<file path="config.mk">
export PLATFORM = sky130hd
export DESIGN_NAME = space_vector_pwm_timing_unit
export DESIGN_NICKNAME = d
export VERILOG_FILES = /design/src/hdl/svpwm_pkg.sv /design/src/hdl/space_vector_pwm_timing_unit.sv
export SDC_FILE = /design/constraint.sdc
export NUM_CORES = 2
export LEC_CHECK = 0
export ABC_AREA = 1
export BUFFER_PORTS_ARGS = -buffer_cell sky130_fd_sc_hd__clkbuf_2
export CORE_UTILIZATION = 30
export DETAILED_ROUTE_END_ITERATION = 7
export GPL_ROUTABILITY_DRIVEN = 0
export GPL_TIMING_DRIVEN = 0
export PLACE_DENSITY = 0.5
export SKIP_CTS_REPAIR_TIMING = 1
export SYNTH_ARGS = -nofsm -noshare
export SYNTH_HDL_FRONTEND = slang
export SYNTH_SLANG_ARGS = --single-unit
</file>
<file path="constraint.sdc">
create_clock -name clk -period 7.6 [get_ports clk]
set_input_delay 0 -clock clk [delete_from_list [all_inputs] [get_ports clk]]
set_output_delay 0 -clock clk [all_outputs]
set_load 0.005 [all_outputs]
</file>
<file path="src/hdl/svpwm_pkg.sv">
`default_nettype none
package svpwm_pkg;
  localparam int FRAC_BITS = 24;
  localparam int DW = 32;
  localparam int REG_W = 31;
  localparam int CNT_W = $clog2(DW + 1);
  localparam logic [REG_W-1:0] PERIOD_RESET = 31'd838860800;
  localparam logic [REG_W-1:0] GAIN_RESET = 31'd121079121;
  localparam logic [DW-1:0] SQRT3_HALF = DW'(64'd929887697 >> (30 - FRAC_BITS));
  localparam logic [0:0] REG_PERIOD = 1'b0;
  localparam logic [0:0] REG_GAIN = 1'b1;

  function automatic logic [2:0] code_to_sector(input logic [2:0] code);
    logic [2:0] s;
    case (code)
      3'd1: s = 3'd2;
      3'd2: s = 3'd6;
      3'd3: s = 3'd1;
      3'd4: s = 3'd4;
      3'd5: s = 3'd3;
      3'd6: s = 3'd5;
      default: s = 3'd0;
    endcase
    return s;
  endfunction
endpackage
`default_nettype wire

</file>
<file path="src/hdl/space_vector_pwm_timing_unit.sv">
`default_nettype none
// Sequence: three shift-add multiplies through one serial multiplier
//   (alpha*sqrt3/2, then the two active times) plus four further steps (u values,
//   sector, zero time, output); while no sector is found the time steps are skipped.
// Throughput: one word at a time; s_tready is
//   high only when idle, and a held result stalls the block before its output.
// Reset (rst, synchronous): registers return to defaults, held sector and
//   held phase times clear to zero, output empty.
module space_vector_pwm_timing_unit (
  input  wire logic        clk,
  input  wire logic        rst,
  input  wire logic        s_tvalid,
  output logic             s_tready,
  input  wire logic [63:0] s_tdata,  // alpha_voltage[31:0], beta_voltage[63:32]
  output logic             m_tvalid,
  input  wire logic        m_tready,
  output logic [95:0]      m_tdata,  // phase_a[31:0], phase_b[63:32], phase_c[95:64]
  output logic [2:0]       m_tuser,  // sector_number
  input  wire logic        cfg_we,
  input  wire logic        cfg_index,
  input  wire logic [30:0] cfg_data
);
  import svpwm_pkg::*;

  typedef enum logic [3:0] {
    S_IDLE, S_MUL_ALPHA, S_UVALS, S_MUL_X, S_MUL_Y, S_TIMES, S_ZERO, S_OUT
  } state_t;

  state_t state;
  logic [REG_W-1:0] pwm_period, duration_gain;
  logic [2:0] held_sector;
  logic [2:0] sector_out;
  logic [DW-1:0] ta, tb, tc;
  logic [DW-1:0] beta, u1, u2, u3, xv, yv, zv;
  // serial multiplier: multiplicand and multiplier shifted one bit a cycle
  logic [2*DW-1:0] acc, mcand, acc_step, gain_ext;
  logic [DW-1:0] mplier;
  logic [CNT_W-1:0] cnt;
  logic [DW-1:0] mul_res, prod;
  logic [2:0] sec_new;
  logic [DW-1:0] hb;
  logic out_free;

  // one shift-add step; the top multiplier bit weighs negative
  assign acc_step = !mplier[0] ? acc :
                    (cnt == CNT_W'(DW - 1)) ? acc - mcand : acc + mcand;
  // product of the step in flight, and of the finished alpha multiply
  assign prod = acc_step[FRAC_BITS +: DW];
  assign mul_res = acc[FRAC_BITS +: DW];
  assign gain_ext = {{(2*DW-REG_W){1'b0}}, duration_gain};
  assign hb = {beta[DW-1], beta[DW-1:1]};
  assign s_tready = (state == S_IDLE);
  // output register free: empty, or its word leaves this cycle
  assign out_free = !m_tvalid || m_tready;

  function automatic logic pos(input logic [DW-1:0] v);
    return (v != '0) && !v[DW-1];
  endfunction

  assign sec_new = code_to_sector({pos(u3), pos(u2), pos(u1)});

  function automatic logic [DW-1:0] pick_x(input logic [2:0] s, input logic [DW-1:0] a,
                                             input logic [DW-1:0] b, input logic [DW-1:0] c);
    logic [DW-1:0] r;
    case (s)
      3'd1, 3'd2: r = b;
      3'd3, 3'd4: r = a;
      default:    r = c;
    endcase
    return r;
  endfunction

  function automatic logic [DW-1:0] pick_y(input logic [2:0] s, input logic [DW-1:0] a,
                                             input logic [DW-1:0] b, input logic [DW-1:0] c);
    logic [DW-1:0] r;
    case (s)
      3'd1, 3'd6: r = a;
      3'd2, 3'd3: r = c;
      default:    r = b;
    endcase
    return r;
  endfunction

  logic [DW-1:0] full, part, zsum;
  assign zsum = DW'(pwm_period) - xv - yv;
  assign full = xv + yv + zv;
  assign part = yv + zv;

  always_ff @(posedge clk) begin
    if (rst) begin
      state <= S_IDLE;
      pwm_period <= PERIOD_RESET;
      duration_gain <= GAIN_RESET;
      held_sector <= '0;
      sector_out <= '0;
      ta <= '0; tb <= '0; tc <= '0;
      m_tvalid <= 1'b0;
      cnt <= '0;
    end else begin
      if (cfg_we) begin
        if (cfg_index == REG_PERIOD) pwm_period <= cfg_data;
        else duration_gain <= cfg_data;
      end
      if (state == S_OUT && out_free) m_tvalid <= 1'b1;
      else if (m_tready) m_tvalid <= 1'b0;
      case (state)
        S_IDLE: if (s_tvalid) begin
          beta <= s_tdata[63:32];
          acc <= '0;
          mcand <= {{DW{s_tdata[31]}}, s_tdata[31:0]};
          mplier <= SQRT3_HALF;
          cnt <= '0;
          state <= S_MUL_ALPHA;
        end
        S_MUL_ALPHA, S_MUL_X, S_MUL_Y: begin
          if (cnt != CNT_W'(DW - 1)) begin
            acc <= acc_step;
            mcand <= mcand << 1;
            mplier <= mplier >> 1;
            cnt <= cnt + 1'b1;
          end else begin
            cnt <= '0;
            case (state)
              S_MUL_ALPHA: begin
                acc <= acc_step;
                state <= S_UVALS;
              end
              S_MUL_X: begin
                // even sectors take the negated product
                xv <= held_sector[0] ? prod : DW'(0) - prod;
                acc <= '0;
                mcand <= gain_ext;
                mplier <= pick_y(held_sector, u1, u2, u3);
                state <= S_MUL_Y;
              end
              default: begin
                yv <= held_sector[0] ? prod : DW'(0) - prod;
                state <= S_TIMES;
              end
            endcase
          end
        end
        S_UVALS: begin
          u1 <= beta;
          u2 <= mul_res - hb;
          u3 <= (DW'(0) - mul_res) - hb;
          state <= S_ZERO;
        end
        S_ZERO: begin
          if (sec_new != 3'd0) held_sector <= sec_new;
          if (sec_new == 3'd0 && held_sector == 3'd0) begin
            // no sector yet: repeat the held (zero) times
            state <= S_OUT;
          end else begin
            acc <= '0;
            mcand <= gain_ext;
            mplier <= pick_x(sec_new != 3'd0 ? sec_new : held_sector, u1, u2, u3);
            state <= S_MUL_X;
          end
        end
        S_TIMES: begin
          zv <= {zsum[DW-1], zsum[DW-1:1]};
          state <= S_OUT;
        end
        S_OUT: if (out_free) begin
          if (held_sector != 3'd0) begin
            case (held_sector)
              3'd1: begin ta <= full; tb <= part; tc <= zv; end
              3'd2: begin ta <= part; tb <= full; tc <= zv; end
              3'd3: begin ta <= zv; tb <= full; tc <= part; end
              3'd4: begin ta <= zv; tb <= part; tc <= full; end
              3'd5: begin ta <= part; tb <= zv; tc <= full; end
              default: begin ta <= full; tb <= zv; tc <= part; end
            endcase
          end
          sector_out <= held_sector;
          state <= S_IDLE;
        end
        default: state <= S_IDLE;
      endcase
    end
  end

  assign m_tdata = {tc, tb, ta};
  assign m_tuser = sector_out;

  a_busy: assert property (@(posedge clk) disable iff (rst)
    (state != S_IDLE) |-> !s_tready) else $error("ready while busy");
  a_sec: assert property (@(posedge clk) disable iff (rst)
    m_tvalid |-> (m_tuser <= 3'd6)) else $error("bad sector");
  a_cnt: assert property (@(posedge clk) disable iff (rst)
    (state == S_IDLE) |-> (cnt == '0)) else $error("counter not cleared");
  a_hold: assert property (@(posedge clk) disable iff (rst)
    (m_tvalid && !m_tready) |=> (m_tvalid && $stable(m_tdata) && $stable(m_tuser)))
    else $error("output word changed while waiting");
endmodule
`default_nettype wire

</file>
==> reports/qor.yml <==
status: "complete, but fails checks"
violations: "DRC"
synth_edf_count: 366
max_cap_violations: 0
drtIter0Drc: 4136
numCtsBuffers: 69
fmax_ghz: 0.143
ios: 202
final_cell_mix: "nand2_1, inv_1, nor2_1"
pre_cts_ws_ps: 753
postSynthCellCount: 5543
antenna_found_initial: 9
arrival_ps: 7360
clock_skew_ps: 43.0
synth.avg_cell_area_um2: 7.36
min_period_over_period: 0.923
cts_tree: "done"
regArea_um2: 14500
met1_usage: 0.322
fin_ws_ps: 585
rrSetupSlack_ps: 580
yosysUniqueCellTypes: 63
slew_viol_final: 0
h-tree-depth: 3
wl_per_cell_um: 20.6
setup_viol: 0
hp-class: "input port to register"
grt_pass1_wl_mm: 234
drt_wl_total_mm: 160
use_met3: 0.0331
drt_first_pass_iters: 8
total_leakage_power_nw: 22.2
grtUsageMet2: 0.350
start_util: 0.304
num_vias: 39300
powerDensity_nw_per_um2: 354
insertion_delay_ps: 680
synthArstFlopShare: 0
tightest_slew_ps: 1250
clk_pin_slew_worst_paths_ps: 60
fillers: 14300
top_usage_layer: "met2"
die_w_um: 371
io_buffer_count: 201
r2r-end: "xv[31]"
root_buffer: "clkbuf_16"
area_growth_pct: 16.7
ir_worst_vdd_uv: 156
hp-start: "s_tdata[52]"
grt_pass1_vias: 36300
final_util: 0.355
num_rows: 134
worstSetupStartpointType: "register"
final_common_cell: "nand2_1"
cts.sinks: 540
finalHoldViolCount: 0
synth_seq_cells: 540
cp-end-kind: "register"
clock_path_buffers: 3
yosys_most_used_dff: "edfxtp_1"
grt_max_degree: 34
drive_above_1_share: 0.0809
grt-ovfl-total: 0
hold_depth: 2
cpPeakStageDelay_ps: 860
dieArea_um2: 137000
tns_ps: 0
place_hpwl_mm: 132
slew_headroom: 0.169
die_y_um: 371
yosysWarnings: 0
critPathKind: "register to register"
syn-cell-area_um2: 40800
r2r_start: "cnt[0]"
min_to: "beta[20]"
crit_fanout: 10
rsz0062_at_grt: "false"
synth.net_count: 5958
multi_input_area_um2: 22400
worstPathRequired_ps: 7950
yosysSeqAreaShare: 0.355
final_nets: 6344
crit_slowest_cell: "buf_1"
track_usage: 0.228
rr_worst_depth: 28
antenna_left: 0
vias_per_cell: 5.06
period_minus_slack_ps: 7020
core_area_um2: 134000
drc: 2
crit_path_frequent_cell: "nand2_1"
==> cell families (layout without fill, tap and decap cells) <==
group	Yosys count	after routing	share of synthesized area
AND/OR/NAND/NOR	2551	2551	0.265
buffers and inverters	1053	1495	0.0981
AO/OA/AOI/OAI	860	860	0.124
flip-flops	540	540	0.355
adder cells (fa/ha/maj)	314	314	0.109
XOR/XNOR	225	225	0.0485
other	0	2	0
==> cell usage after synthesis, drive strengths merged, types with 11 or more instances <==
| library cell | n | area share |
|---|---|---|
| nand3b | 11 | 0.0020 |
| fa | 67 | 0.033 |
| a221oi | 34 | 0.0073 |
| nand2 | 1415 | 0.13 |
| nor4 | 13 | 0.0020 |
| a31oi | 27 | 0.0041 |
| inv | 878 | 0.081 |
| nor3 | 41 | 0.0056 |
| xnor2 | 56 | 0.012 |
| o21a | 11 | 0.0020 |
| dfxtp | 174 | 0.085 |
| clkinv | 11 | 0.0010 |
| o21ai | 299 | 0.037 |
| a21oi | 283 | 0.035 |
| clkbuf | 125 | 0.012 |
| nand4 | 121 | 0.019 |
| ha | 247 | 0.076 |
| edfxtp | 366 | 0.27 |
| nand3 | 366 | 0.047 |
| o211ai | 106 | 0.020 |
| a21o | 15 | 0.0028 |
| or2 | 16 | 0.0025 |
| xor2 | 169 | 0.036 |
| a22oi | 20 | 0.0037 |
| o21bai | 19 | 0.0036 |
| nor2 | 555 | 0.053 |
| buf | 39 | 0.0047 |
==> critical path: cells and delay by family, from the launching register on <==
kind            cells  cell delay (ps)
compound gates      2              740
xor+xnor            1              220
fa+ha+maj           2              540
flops               1              380
buf+inv             5             1510
simple gates       18             3270
==> layer usage <==
layer	share of wire	up-vias	wire, um
li1	-	19000	-
met3	0.077	281	12400
met2	0.43	1622	68900
met4	0.035	0	5620
met5	0	-	0
met1	0.46	18300	72900
==> power by group <==
| group | leakage (nW) | switching (W) | internal [W] |
|---|---|---|---|
| registers | 4.79 | 0.000457 | 0.00413 |
| logic | 16.3 | 0.00626 | 0.00263 |
| clock network | 1.12 | 0.00141 | 0.00195 |
| total | 22.2 | 0.00812 | 0.00872 |
==> area by class of cell <==
cell class / count / area share
inverter: 889 / 0.0701
buffer: 164 / 0.0139
clock inverter: 37 / 0.00697
tap: 1768 / 0.0465
timing repair buffer: 315 / 0.0472
clock buffer: 90 / 0.0409
antenna: 2 / 0.000105
sequential: 540 / 0.304
multi-input combinational: 3950 / 0.470
==> stage by stage <==
step                power, W  instance area, um^2  hold slack, ps  cells
global placement      0.0133                44000             178   7512
global route          0.0180                47600            32.8   7753
floorplan             0.0104                40800            98.9   5543
detailed placement    0.0133                44300             179   7527
finish                0.0168                47600            52.4   7755
CTS                   0.0168                46600            -539   7654
==> how the worst max path moves through the flow <==
stage	depth (start not counted)	startpoint	slack [ps]	end
2_1_floorplan	9	u1[4]	1390	mcand[0]
3_3_place_gp	7	state[0]	-3000	mcand[5]
5_1_grt	28	cnt[0]	380	xv[31]
6_report	28	cnt[0]	580	xv[31]
4_1_cts	28	cnt[0]	750	xv[31]
3_5_place_dp	28	cnt[0]	750	xv[31]
==> sequential cells by signal, summed over array words and instances, names as in the netlist <==
signal	cells
tc	32
m_tuser	3
beta	32
state	3
held_sector	3
zv	31
xv	32
mplier	32
cnt	6
duration_gain	31
mcand	56
yv	32
pwm_period	31
acc	56
m_tvalid	1
ta	32
tb	32
u3	31
u2	32
u1	32
(Power assumes the default switching activity.)
